### config.mk
export PLATFORM = sky130hd
export DESIGN_NAME = srr_emit
export DESIGN_NICKNAME = d
export VERILOG_FILES = /design/src/srr_pkg.sv /design/src/srr_emit.sv
export SDC_FILE = /design/constraint.sdc
export NUM_CORES = 1
export LEC_CHECK = 0
export BUFFER_PORTS_ARGS = -buffer_cell sky130_fd_sc_hd__buf_2
export CAP_MARGIN = 20
export CORE_ASPECT_RATIO = 1.4
export CORE_MARGIN = 1
export CORE_UTILIZATION = 50
export CTS_BUF_LIST = sky130_fd_sc_hd__clkbuf_16
export DETAILED_ROUTE_END_ITERATION = 10
export PLACE_DENSITY_LB_ADDON = 0.15
export SYNTH_ARGS = -nofsm -noshare
export SYNTH_HDL_FRONTEND = slang
export SYNTH_SLANG_ARGS = --single-unit
export TNS_END_PERCENT = 30
### constraint.sdc
create_clock -name clock -period 4.6 [get_ports clock]
set_input_delay 0.46 -clock clock [delete_from_list [all_inputs] [get_ports clock]]
set_output_delay 0.46 -clock clock [all_outputs]
set_load 0.02 [all_outputs]
### src/srr_pkg.sv
// shared constants, types and helpers for the sprite row rasterizer
`default_nettype none

package srr_pkg;

   localparam int SCREEN_WIDTH = 256;
   localparam int SCREEN_HEIGHT = 224;
   localparam int PLANE_BYTES = 8192;      // power of two
   localparam int NUM_PLANES = 3;
   localparam int ROW_PIXELS = 32;
   localparam int LARGE_LINE_BASE = 225;
   localparam int SMALL_LINE_BASE = 241;

   localparam int ADDR_W = $clog2(PLANE_BYTES);
   localparam int BANK_ADDR_W = ADDR_W - 2;
   localparam int BANK_DEPTH = PLANE_BYTES / 4;
   localparam int IDX_W = $clog2(ROW_PIXELS);

   localparam logic CMD_LOAD = 1'b0;
   localparam logic CMD_DRAW = 1'b1;

   // one byte from each of the four banks of each plane
   typedef logic [NUM_PLANES-1:0][3:0][7:0] plane_bytes_type;

   // a row handed to the pixel emitter, pens in screen column order
   typedef struct packed {
      logic [NUM_PLANES-1:0][ROW_PIXELS-1:0] pens;
      logic [7:0] x;
      logic [7:0] line;
      logic [3:0] pal;
   } row_type;

   // banks are selected by address bits 5 and 3, so the row bytes at
   // +0, +8, +32 and +40 all land in different banks at one bank address
   function automatic logic [1:0] bank_sel(input logic [ADDR_W-1:0] addr);
      return {addr[5], addr[3]};
   endfunction

   function automatic logic [BANK_ADDR_W-1:0] bank_addr(input logic [ADDR_W-1:0] addr);
      return {addr[ADDR_W-1:6], addr[4], addr[2:0]};
   endfunction

   // index of the lowest set bit
   function automatic logic [IDX_W-1:0] low_index(input logic [ROW_PIXELS-1:0] vec);
      logic [IDX_W-1:0] idx;
      idx = '0;
      for (int i = ROW_PIXELS - 1; i >= 0; i--) begin
         if (vec[i]) idx = IDX_W'(i);
      end
      return idx;
   endfunction

endpackage

`default_nettype wire

### src/srr_emit.sv
// pixel emitter: walks the set pens of one row, one pixel per cycle
`default_nettype none

module srr_emit (
   input  logic              clock,
   input  logic              reset,
   input  logic              load,
   input  srr_pkg::row_type  row,
   output logic              can_load,
   output logic              rsp_valid,
   output logic [7:0]        rsp_pixel_x,
   output logic [7:0]        rsp_pixel_y,
   output logic [6:0]        rsp_pixel_color,
   output logic              rsp_last
);
   import srr_pkg::*;

   logic [NUM_PLANES-1:0][ROW_PIXELS-1:0] pens_ff;
   logic [ROW_PIXELS-1:0] mask_ff, mask_in;
   logic [7:0] x_ff, line_ff;
   logic [3:0] pal_ff;
   logic valid_ff;
   logic [7:0] sx_ff, sy_ff;
   logic [6:0] color_ff;
   logic last_ff;

   logic [ROW_PIXELS-1:0] pick, rest, new_mask;
   logic [IDX_W-1:0] idx;
   logic [2:0] pen;

   always_comb begin
      pick = mask_ff & (~mask_ff + ROW_PIXELS'(1));
      rest = mask_ff & ~pick;
      idx = low_index(mask_ff);
      pen = {pens_ff[0][idx], pens_ff[1][idx], pens_ff[2][idx]};
      for (int k = 0; k < ROW_PIXELS; k++) begin
         new_mask[k] = (row.pens[0][k] | row.pens[1][k] | row.pens[2][k]) &&
                       ({1'b0, 8'(row.x + 8'(k))} < 9'(SCREEN_WIDTH));
      end
      mask_in = load ? new_mask : rest;
      can_load = (rest == '0);
   end

   always_ff @(posedge clock) begin
      if (reset) begin
         mask_ff <= '0;
         valid_ff <= 1'b0;
      end else begin
         mask_ff <= mask_in;
         valid_ff <= |mask_ff;
      end
   end

   always_ff @(posedge clock) begin
      if (|mask_ff) begin
         sx_ff <= x_ff + 8'(idx);
         sy_ff <= line_ff;
         color_ff <= {pal_ff, pen};
         last_ff <= (rest == '0);
      end
      if (load) begin
         pens_ff <= row.pens;
         x_ff <= row.x;
         line_ff <= row.line;
         pal_ff <= row.pal;
      end
   end

   assign rsp_valid = valid_ff;
   assign rsp_pixel_x = sx_ff;
   assign rsp_pixel_y = sy_ff;
   assign rsp_pixel_color = color_ff;
   assign rsp_last = last_ff;

endmodule

`default_nettype wire

# [After elaboration in Yosys (flattened, before gate mapping)]
# Index checks and enable logic that the tools add are counted.
[word_totals] register_bits=173 inputBits=119 out_inout_bits=26 word_cells=124
[classes] n_addsub=2 order_cmp=1 mux=39 n_bitwise=68 reduce_logical=2
[ops] operator="5-bit two-way mux" n=32
[ops] operator="32-bit AND" n=2
[ops] operator="32-bit inverter" n=2
[ops] operator="1-bit bitwise OR" n=64
[ops] operator="32-bit by 1-bit adder with 32-bit output (second input constant)" n=1
[ops] operator="32-bit logical NOT" n=1
[ops] operator="32-bit two-way mux" n=1
[ops] operator="32-bit OR reduction" n=1
[ops] operator="1-bit binary-select mux with 5-bit select" n=3
[ops] operator="8-bit by 5-bit adder with 8-bit output" n=1
[ops] operator="5-bit by 6-bit less-than comparator with 1-bit output (second input constant)" n=1
[ops] operator="1-bit two-way mux" n=3

# [Longest topological paths before layout]
# Gate-level depths: netlist (run 1).
[depth] ltp_word=34 ltp_mapped=15

# [Worst setup path before layout (run 1)]
# Ideal clock, no wire load.
[synth_timing] kind="flip-flop to output port" from="register mask_ff[14]" to="output can_load" arrival_ps=3250 setup_slack_ps=890 stages_incl_launch_ff=11 path_buffers=3 cell_sequence="dfxtp_1 -> buf_6 -> or4_1 -> clkbuf_1 -> or4_4 -> buf_6 -> or3_4 -> or3_4 -> a2111oi_4 -> nand4_1 -> a211oi_2"
[synth_between] elab_chain_len=6
[synth_lines] element="start: declaration" line="srr_emit.sv:19" source="logic [ROW_PIXELS-1:0] mask_ff, mask_in;"
[synth_lines] element="start signal: assignment" line="srr_emit.sv:49" source="mask_ff <= mask_in;"
[synth_lines] element="32-bit inverter" line="srr_emit.sv:32" source="pick = mask_ff & (~mask_ff + ROW_PIXELS'(1));"
[synth_lines] element="32-bit by 1-bit adder with 32-bit output" line="srr_emit.sv:32"
[synth_lines] element="32-bit AND" line="srr_emit.sv:32"
[synth_lines] element="32-bit inverter" line="srr_emit.sv:33" source="rest = mask_ff & ~pick;"
[synth_lines] element="32-bit AND *" line="srr_emit.sv:33"
[synth_lines] element="32-bit logical NOT *" line="srr_emit.sv:41" source="can_load = (rest == '0);"
[synth_lines] element="end: declaration" line="srr_emit.sv:9" source="output logic can_load,"
# Every way passes the cells marked *; elsewhere a longest branch is shown, timed or not.

# [Final worst setup path (run 1)]
[layout_timing] from="register mask_ff[3]" to="output can_load"
# Same word-level chain as after synthesis.

==> results of run 1 <==
-- layout make-up --
type	count	area (um2)
repair buffers	155	830
fillers	1161	5540
multi-input cells	339	2390
inverters	17	63.8
clock inverters	15	163
flip-flops and latches	173	4860
clock buffers	17	425
well taps	189	236
-- layer usage --
layer / vias to the layer above / part of all wire / GRT usage / routed length [um]
li1: 2523 / - / - / -
met1: 2577 / 0.38 / 0.295 / 7130
met2: 206 / 0.53 / 0.447 / 9940
met3: 39 / 0.049 / 0.0513 / 926
met4: 0 / 0.038 / 0.138 / 710
met5: - / 0 / 0 / 0
-- path summary, 6_finish.rpt --
path               start            endpoint  slack [ns]  cells after the start
max reg2reg  mask_ff[14]  rsp_pixel_color[1]        0.79                      9
max           mask_ff[3]            can_load        0.30                      8
min reg2reg   line_ff[5]      rsp_pixel_y[5]        0.42                      0
min               row[4]          line_ff[0]        0.20                      1
-- cell families (layout without fill, tap and decap cells) --
| logic type | after synthesis | in the layout | synth area share |
|---|---|---|---|
| DFF | 173 | 173 | 0.656 |
| AOI/OAI and AO/OA | 143 | 143 | 0.137 |
| and+or+nand+nor | 141 | 141 | 0.100 |
| muxes | 42 | 42 | 0.0636 |
| buffers and inverters | 41 | 204 | 0.0234 |
| adders and majority gates | 8 | 8 | 0.0142 |
| xor gates and xnor gates | 5 | 5 | 0.00590 |
-- through the flow --
stage	utilization	std cells	area [um2]	hold slack (ns)
2_1_floorplan	-	553	7420	0.400
3_5_place_dp	0.576	872	8360	0.405
5_1_grt	0.618	905	8970	0.186
3_3_place_gp	0.576	872	8360	0.404
6_report	0.618	905	8970	0.204
4_1_cts	0.616	904	8940	0.187
-- synthesized netlist by cell type, types with 3 or more instances --
library cell | count | share of area
a21oi_1 | 31 | 0.021
o21ai_0 | 18 | 0.012
a21o_1 | 5 | 0.0051
or2_2 | 3 | 0.0025
nor4_1 | 16 | 0.013
nand2_1 | 18 | 0.0091
nand3_1 | 6 | 0.0040
xnor2_1 | 3 | 0.0035
or4_1 | 11 | 0.011
o21a_1 | 5 | 0.0051
or3_1 | 5 | 0.0042
ha_1 | 6 | 0.010
a211oi_1 | 30 | 0.030
dfxtp_1 | 33 | 0.089
inv_1 | 17 | 0.0086
a311oi_1 | 3 | 0.0035
nor3_1 | 34 | 0.023
clkbuf_1 | 17 | 0.0086
a31oi_1 | 3 | 0.0025
nor2b_1 | 4 | 0.0034
buf_2 | 4 | 0.0027
o2111ai_1 | 3 | 0.0035
a2111oi_0 | 11 | 0.013
o22ai_1 | 9 | 0.0076
mux2i_1 | 37 | 0.050
mux4_2 | 4 | 0.012
nand2b_1 | 5 | 0.0042
edfxtp_1 | 140 | 0.57
nor2_1 | 31 | 0.016
-- state kept, by name, indices dropped and copies added, names as in the netlist --
signal and flops:
x_ff 8, rsp_pixel_x 8, mask_ff 32, line_ff 8
rsp_valid 1, rsp_pixel_y 8, pens_ff 96, rsp_pixel_color 7
pal_ff 4, rsp_last 1
-- power by group through the flow --
stage               Clock, mW  Combinational [mW]  Sequential (mW)
floorplan                   0               0.291             1.98
global placement            0               0.551             1.95
detailed placement          0               0.554             1.95
CTS                      1.45               0.558             1.92
global route             1.52               0.604             1.94
finish                   1.43               0.554             1.92
-- critical path, stage by stage, from the launching register on --
cell       delay, ns
dfxtp_1         0.37
or4_1           0.70
or4_4           0.64
or3_4           0.38
or3_4           0.38
a2111oi_4       0.36
nand4_1         0.15
a211oi_2        0.23
buf_2           0.20
==> summary.txt, run 1 <==
Timing
  – Setup_tns: 0 ns
  – Relative slew slack: 0.349
  – Unrepaired setup endpoints after global routing: no
  – Slew @ Worst Pin: between 0.9 and 1 ns
  – Final Cycle Share: 0.936
  – # setup viols final: 0
  – Fin worst setup slack: just under 0.3 ns
  – Worst-case clock skew: 0.00959 ns
  – F_max: about 0.23 GHz
  – Final hold vios: 0
  – Fin crit period: about 4.3 ns
  – Slew Limit Fails: 0

Synthesis
  – Syn nets: ~680
  – Synth warnings: 0
  – EDFF count, synth: 140
  – Number of synthesized register bits: approximately 170
  – Asr flop ratio synth: 0
  – Sequential area share after synthesis: 0.656
  – Cells after Synth: between 500 and 600
  – Area of the mapped netlist: between 7000 and 8000 um2
  – Cell variety after synth: 60
  – Avg Synthesized Cell Area: ~13 um2
  – Post-synth top flop: edfxtp_1

Global route
  – GR Overflow Total: 0
  – Initial antenna violation count: 0
  – Vias in the first global route: ~5,400
  – Largest net degree at the start of global routing: between 80 and 90
  – First-pass GRT wire length: a little under 30 mm
  – Overall Global Routing Usage: 0.256

Placed design
  – Routability cong.: 0.933
  – Setup WS pre-CTS: 0.760 ns
  – HPWL after DPL: about 14 mm
  – Buffers added on ports: 144

Job
  – Total of max-cap violations: 0

Clocking
  – CTS tree: done
  – Clock sink count: 173
  – Post CTS Setup Buffer Count: 0
  – Clock root buffer: clkbuf_16
  – Worst-path clk slew: around 0.070 ns
  – TritonCTS buffer count: 17
  – Longest Clk Path Bufs: 2
  – Post-CTS Hold Buffers: 0
  – Post-CTS sizing: 0
  – H-Tree Depth: 4
  – Clk Latency, worst-skew pair: about 0.43 ns

Power
  – Clock power frac: 0.367
  – Combinational power share: 0.142
  – P_leak: around 3.5 nW
  – Net Sw Power: between 1 and 1.5 mW
  – Pwr Density: about 440 nW/um2
  – Int Pwr: just under 3 mW
  – Reg power frac: 0.491
  – Maximum vdd drop: between 0.2 and 0.3 mV
  – Overall power: between 3 and 4 mW
  – Sw frac: 0.262

Worst setup path
  – Critical-path maximum fanout: 8
  – CP endpoint kind: output pin
  – Crit Path Class: reg -> out
  – CP Launch Type: flop
  – CP Data Arrival Time: between 3 and 4 ns
  – Worst path required time: 4.14 ns

Die
  – I/O pin cnt: approximately 150
  – CORE AREA: approximately 15,000 um2
  – Die Span X: around 100 um
  – Starting Density: 0.511
  – Die Y: 146 um
  – Die area: between 15,000 and 20,000 um2
  – Row count: 52

Layout
  – Area growth syn-to-layout: 20.9%
  – Diode count: 0
  – Most frequent cells in the layout: buf_2 (143), edfxtp_1 (140), mux2i_1 (37), nor3_1 (34), dfxtp_1 (33)
  – # nets final: between 800 and 900
  – Fraction of layout cells with a size suffix above 1: 0.279
  – Commonest non-fill, non-tap cell in the layout: buf_2

Routing
  – Mean number of vias per cell: just under 6
  – Number of remaining DRC errors: 0
  – Via Count: 5,345
  – Drt pass-1 iters: 5
  – WL final: roughly 19 mm
  – DR WL/cell: 20.7 um
  – Detail Route Antenna Nets: 0
  – Drt initial violations: roughly 330

Outcome
  – Status: finished clean

Worst hold path
  – Hold WC Path Type: in -> reg
Note: power is estimated with default switching activity, not from simulation.
==> inputs of run 2 (changes only) <==
Settings changed: ABC_AREA set to 1.
==> run 2 against run 1 <==
Effect of this change:
- clock-buffer cell count did not move
- combinational power increased by 17%
- non-clock buffer count unchanged
- synthesized cell count is 39% higher
- largest cell class unchanged
- via count rose by 13%
- flip-flop and latch count is the same
- sequential power about the same
- maximum frequency grew 8.4%
- largest power group unchanged
- global-route usage decreased by 0.38 points
==> summary.txt, run 2 <==
Worst setup path
  – CP max-delay cell: dfxtp_1
  – Critical Path End: can_load
  – Worst path required time: approximately 4.1 ns
  – Worst R2R End: rsp_pixel_x[6]
  – CP endpoint kind: output pin
  – R2r worst-path depth: 39
  – CP dominant cell by count: nor2_2
  – Crit Path Class: reg -> out
  – Levels on crit path: 22
  – CP Launch Type: flop
  – CP Data Arrival Time: approximately 3.5 ns
  – Origin of the worst setup path: mask_ff[1]
  – Slowest cell delay on critical path: about 0.32 ns
  – Worst path cell trace: nor2_1 -> inv_2 -> nor2_1 -> inv_1 -> nor2_2 -> inv_1 -> nor2_1 -> inv_1 -> nor2_2 -> inv_1 -> nor2_4 -> inv_2 -> nor2_2 -> inv_2 -> nor2_2 -> inv_2 -> nor2_2 -> a31oi_1 -> nor4_1 -> nand4_1 -> nor4_2 -> buf_2
  – Critical-path maximum fanout: 5
  – Top delay family on crit path: simple AND/OR/NAND/NOR gates
  – Worst path bufs/invs: 9
  – Worst r2r src: mask_ff[30]
  – Flop-to-flop setup slack: 1.13 ns

Clocking
  – Clock root buffer: clkbuf_16
  – Worst-path clk slew: approximately 0.060 ns
  – Clock sink count: 173
  – H-Tree Depth: 4
  – Post-CTS sizing: 0
  – Clk Latency, worst-skew pair: about 0.43 ns
  – Post-CTS Hold Buffers: 0
  – TritonCTS buffer count: 17
  – Longest Clk Path Bufs: 2
  – CTS tree: done
  – Post CTS Setup Buffer Count: 0

Synthesis
  – Commonest cells post-synth: edfxtp_1 (140), inv_1 (133), nand3_1 (115), nand2_1 (114), nor3_1 (39)
  – Synth warnings: 0
  – Area of the mapped netlist: about 7700 um2
  – Synth area leader: edfxtp_1
  – Asr flop ratio synth: 0
  – Cells after Synth: approximately 770
  – Most frequent cell after synthesis: edfxtp_1
  – Sequential area share after synthesis: 0.629
  – Top cell type's share of synthesized area: 0.543
  – Cell variety after synth: 34
  – Syn nets: around 890
  – EDFF count, synth: 140
  – Avg Synthesized Cell Area: 10.1 um2
  – Top cells by area, synth: edfxtp_1 (54%), dfxtp_1 (8.5%), nand3_1 (7.4%)
  – Number of synthesized register bits: ~170
  – Post-synth top flop: edfxtp_1

Job
  – Total of max-cap violations: 0

Die
  – Die Y: between 100 and 150 um
  – Row count: 53
  – Starting Density: 0.514
  – I/O pin cnt: approximately 150
  – Die Span X: approximately 110 um
  – Die area: ~16,000 um2
  – CORE AREA: roughly 15,000 um2

Routing
  – WL final: roughly 19 mm
  – DR WL/cell: 17.1 um
  – Detail Route Antenna Nets: 0
  – Drt pass-1 iters: 5
  – Via Count: about 6,000
  – Drt initial violations: around 370
  – Mean number of vias per cell: 5.37
  – Number of remaining DRC errors: 0

Layout
  – Commonest non-fill, non-tap cell in the layout: buf_2
  – Area growth syn-to-layout: 19.9%
  – Top Registers: pens_ff: 96 flops, mask_ff: 32 flops
  – Fraction of layout cells with a size suffix above 1: 0.212
  – Final Cell Area: roughly 9300 um2
  – Most frequent cells in the layout: buf_2 (143), edfxtp_1 (140), inv_1 (135), nand3_1 (115), nand2_1 (114)
  – # nets final: between 1,000 and 1,500
  – Largest register FFs: 96
  – Diode count: 0
  – Most flop-heavy register: pens_ff
  – Final Non-Filler Cells: about 1,100
  – Post-layout util: 0.616

Global route
  – Vias in the first global route: roughly 6,000
  – First-pass GRT wire length: roughly 29 mm
  – Largest net degree at the start of global routing: 62
  – GR Overflow Total: 0
  – Initial antenna violation count: 0
  – Overall Global Routing Usage: 0.253

Power
  – P_leak: 4.09 nW
  – Pwr Density: 430 nW/um2
  – Overall power: ~4 mW
  – Maximum vdd drop: 0.309 mV

Placed design
  – Placed insts: between 1,000 and 1,500
  – Routability cong.: roughly 0.89
  – Placed standard-cell area: around 8600 um2
  – Buffers added on ports: 144
  – HPWL after DPL: 14.0 mm
  – Setup WS pre-CTS: 1.08 ns

Outcome
  – Status: finished clean

Timing
  – Fin crit period: about 4.0 ns
  – Fin worst setup slack: between 0.6 and 0.7 ns
  – Hold_ws: 0.202 ns
  – Unrepaired setup endpoints after global routing: no
  – Slew Limit Fails: 0
  – Relative slew slack: 0.330
  – # setup viols final: 0
  – Slew @ Worst Pin: 1.00 ns
  – F_max: between 0.2 and 0.3 GHz
  – Final Cycle Share: 0.863
  – Worst-case clock skew: 0.0105 ns
  – Final hold vios: 0
  – Setup_tns: 0 ns

Worst hold path
  – Hold WC Path Type: in -> reg
  – Cells on Worst Hold Path: 1
==> run 2: changes by cell type in the layout (fill, tap and decap cells not counted), sizes merged, moves of 13 or more <==
cell / before / now
a211oi: 31 / 1
a21oi: 31 / 16
inv: 22 / 142
mux2i: 37 / 0
nand2: 18 / 116
nand3: 6 / 115
nand3b: 0 / 30
nor4: 16 / 3
o22ai: 9 / 24
==> run 2: layer usage <==
metal / global-route usage / routed length, um / up-vias
li1: - / - / 2914
met1: 0.282 / 7410 / 2847
met2: 0.447 / 10100 / 215
met3: 0.0550 / 1020 / 48
met4: 0.132 / 720 / 0
met5: 0 / 0 / -
==> run 2: worst min-delay path by stage <==
| stage | end | from | slack, ns |
|---|---|---|---|
| final | pal_ff[3] | row[3] | 0.20 |
| after detailed placement | rsp_pixel_color[4] | pal_ff[1] | 0.41 |
| after CTS | line_ff[2] | row[6] | 0.19 |
| after global routing | line_ff[7] | row[11] | 0.19 |
| after floorplan | rsp_pixel_color[3] | pal_ff[0] | 0.40 |
| after global placement | rsp_pixel_color[6] | pal_ff[3] | 0.40 |
==> run 2: cell type report <==
type                    count  area (um2)
clock buffers              17         425
clock inverters            15         171
fillers                  1260        5770
inverters                 139         522
multi-input cells         430        2210
flip-flops and latches    173        4860
well taps                 192         240
repair buffers            155         846
==> run 2: kinds of logic (layout without fill, tap and decap cells) <==
logic type	count (synthesis)	in the layout	synth area share
XOR/XNOR	6	6	0.00679
AND/OR/NAND/NOR	354	354	0.219
AO/OA/AOI/OAI	63	63	0.0475
adder cells (fa/ha/maj)	7	7	0.0123
flip-flops	173	173	0.629
buffers and inverters	165	326	0.0859
==> run 2: power breakdown <==
group	leakage, nW	switching (mW)	total [mW]	internal (mW)
Combinational	2.14	0.424	0.647	0.223
Clock	0.288	0.594	1.45	0.851
Sequential	1.67	0.0512	1.90	1.85
==> inputs of run 3 (changes only) <==
Settings changed: BUFFER_PORTS_ARGS -buffer_cell sky130_fd_sc_hd__buf_2 to -buffer_cell sky130_fd_sc_hd__buf_4.
==> run 3 against run 2 <==
Effect of this change:
- die area did not move
- cell area rose by 3.6%
- non-clock buffer count fell by 2
- via count rose by 0.58%
- first-iteration DRC count fell by 10%
- wire length rose by 2.1%
- global-route usage rose by 0.69 points
- critical path type unchanged
- clock power barely moved
==> summary.txt, run 3 (synthesized netlist as in run 2, its figures left out) <==
Clocking
  – Clock root buffer: clkbuf_16
  – H-Tree Depth: 4
  – Clk Latency, worst-skew pair: 0.44 ns
  – Post-CTS sizing: 0
  – Longest Clk Path Bufs: 2
  – Post-CTS Hold Buffers: 0
  – TritonCTS buffer count: 17
  – CTS tree: done
  – Clock sink count: 173
  – Post CTS Setup Buffer Count: 0
  – Worst-path clk slew: 0.07 ns

Worst hold path
  – Hold path start: row[9]
  – Hold path endpoint: line_ff[5]
  – Cells on Worst Hold Path: 1
  – Hold WC Path Type: in -> reg

Placed design
  – Buffers added on ports: around 140
  – Routability cong.: between 0.9 and 1
  – Setup WS pre-CTS: around 1.1 ns
  – HPWL after DPL: approximately 14 mm
  – Placed insts: around 1,100
  – Placed standard-cell area: around 9000 um2

Layout
  – Largest register FFs: 96
  – Area growth syn-to-layout: 24.2%
  – Fraction of layout cells with a size suffix above 1: 0.214
  – Post-layout util: 0.639
  – Diode count: 0
  – Commonest non-fill, non-tap cell in the layout: buf_4
  – Final Cell Area: roughly 9600 um2
  – # nets final: 1,040
  – Most flop-heavy register: pens_ff
  – Most frequent cells in the layout: buf_4 (151), edfxtp_1 (140), inv_1 (133), nand3_1 (115), nand2_1 (114)
  – Top Registers: pens_ff: 96 flops, mask_ff: 32 flops
  – # fillers: 1,202
  – Final Non-Filler Cells: around 1,100

Timing
  – Setup_tns: 0 ns
  – Relative slew slack: 0.342
  – Slew Limit Fails: 0
  – Fin worst setup slack: roughly 0.61 ns
  – Worst-case clock skew: 0.0107 ns
  – Final Cycle Share: 0.867
  – Unrepaired setup endpoints after global routing: no
  – # setup viols final: 0
  – Final hold vios: 0
  – Slew @ Worst Pin: 0.985 ns
  – Fin crit period: between 3 and 4 ns
  – F_max: roughly 0.25 GHz

Routing
  – Via Count: roughly 6,000
  – WL final: roughly 20 mm
  – Drt pass-1 iters: 5
  – DR WL/cell: between 15 and 20 um
  – Drt initial violations: ~330
  – Detail Route Antenna Nets: 0
  – Mean number of vias per cell: between 5 and 6
  – Number of remaining DRC errors: 0

Worst setup path
  – Top delay family on crit path: simple AND/OR/NAND/NOR gates
  – CP max-delay cell: dfxtp_1
  – Worst R2R End: rsp_pixel_x[6]
  – CP Launch Type: flop
  – Levels on crit path: 22
  – Worst r2r src: mask_ff[30]
  – Critical-path maximum fanout: 5
  – Flop-to-flop setup slack: around 1.1 ns
  – CP endpoint kind: output pin
  – R2r worst-path depth: 39
  – Crit Path Class: reg -> out
  – CP dominant cell by count: nor2_2
  – Worst path required time: 4.14 ns
  – Worst path cell trace: nor2_1 -> inv_2 -> nor2_1 -> inv_1 -> nor2_2 -> inv_1 -> nor2_1 -> inv_1 -> nor2_2 -> inv_1 -> nor2_4 -> inv_2 -> nor2_2 -> inv_2 -> nor2_2 -> inv_2 -> nor2_2 -> a31oi_1 -> nor4_1 -> nand4_1 -> nor4_2 -> buf_4
  – CP Data Arrival Time: around 3.5 ns
  – Slowest cell delay on critical path: 0.33 ns
  – Worst path bufs/invs: 9

Power
  – Maximum vdd drop: ~0.24 mV
  – Pwr Density: ~420 nW/um2
  – P_leak: around 4.2 nW

Global route
  – Vias in the first global route: roughly 6,000
  – Overall Global Routing Usage: 0.260
  – Largest net degree at the start of global routing: slightly above 60
  – Initial antenna violation count: 0
  – First-pass GRT wire length: just over 30 mm
  – GR Overflow Total: 0

Die
  – I/O pin cnt: approximately 150
  – Die Span X: approximately 110 um
  – Row count: 53
  – Starting Density: 0.514
  – Die area: between 15,000 and 20,000 um2
  – Die Y: about 150 um
  – CORE AREA: approximately 15,000 um2

Job
  – Total of max-cap violations: 0

Outcome
  – Status: finished clean
==> run 3: how the worst max path moves through the flow <==
stage | from | to | slack, ns
2_1_floorplan | mask_ff[30] | rsp_pixel_x[6] | 1.23
3_3_place_gp | mask_ff[1] | can_load | 1.20
3_5_place_dp | mask_ff[1] | can_load | 1.10
4_1_cts | mask_ff[1] | can_load | 0.63
5_1_grt | mask_ff[1] | can_load | 0.15
6_report | mask_ff[1] | can_load | 0.61
==> run 3: power by group <==
| group | switching [mW] | internal [mW] | total [mW] |
|---|---|---|---|
| Combinational | 0.424 | 0.267 | 0.691 |
| Sequential | 0.0555 | 1.85 | 1.91 |
| Clock | 0.618 | 0.807 | 1.42 |
==> run 3: through the flow <==
| stage | hold WS (ns) | power [mW] |
|---|---|---|
| floorplan | 0.400 | 2.33 |
| global placement | 0.401 | 2.61 |
| detailed placement | 0.406 | 2.62 |
| CTS | 0.187 | 4.04 |
| global route | 0.185 | 4.19 |
| finish | 0.192 | 4.02 |
==> run 3: routing by layer <==
metal  up-vias  global-route usage  wire length [um]
met1      2896               0.297              7540
met4         0               0.132               685
met2       197               0.458             10400
met5         -                   0                 0
met3        46              0.0511               962
li1       2920                   -                 -
==> run 3: area by class of cell <==
class                   count  area [um2]  share of cell area
multi-input cells         430        2210               0.230
flip-flops and latches    173        4860               0.506
clock inverters            15         164              0.0170
repair buffers            153        1190               0.124
well taps                 192         240              0.0250
inverters                 139         522              0.0543
clock buffers              17         425              0.0442
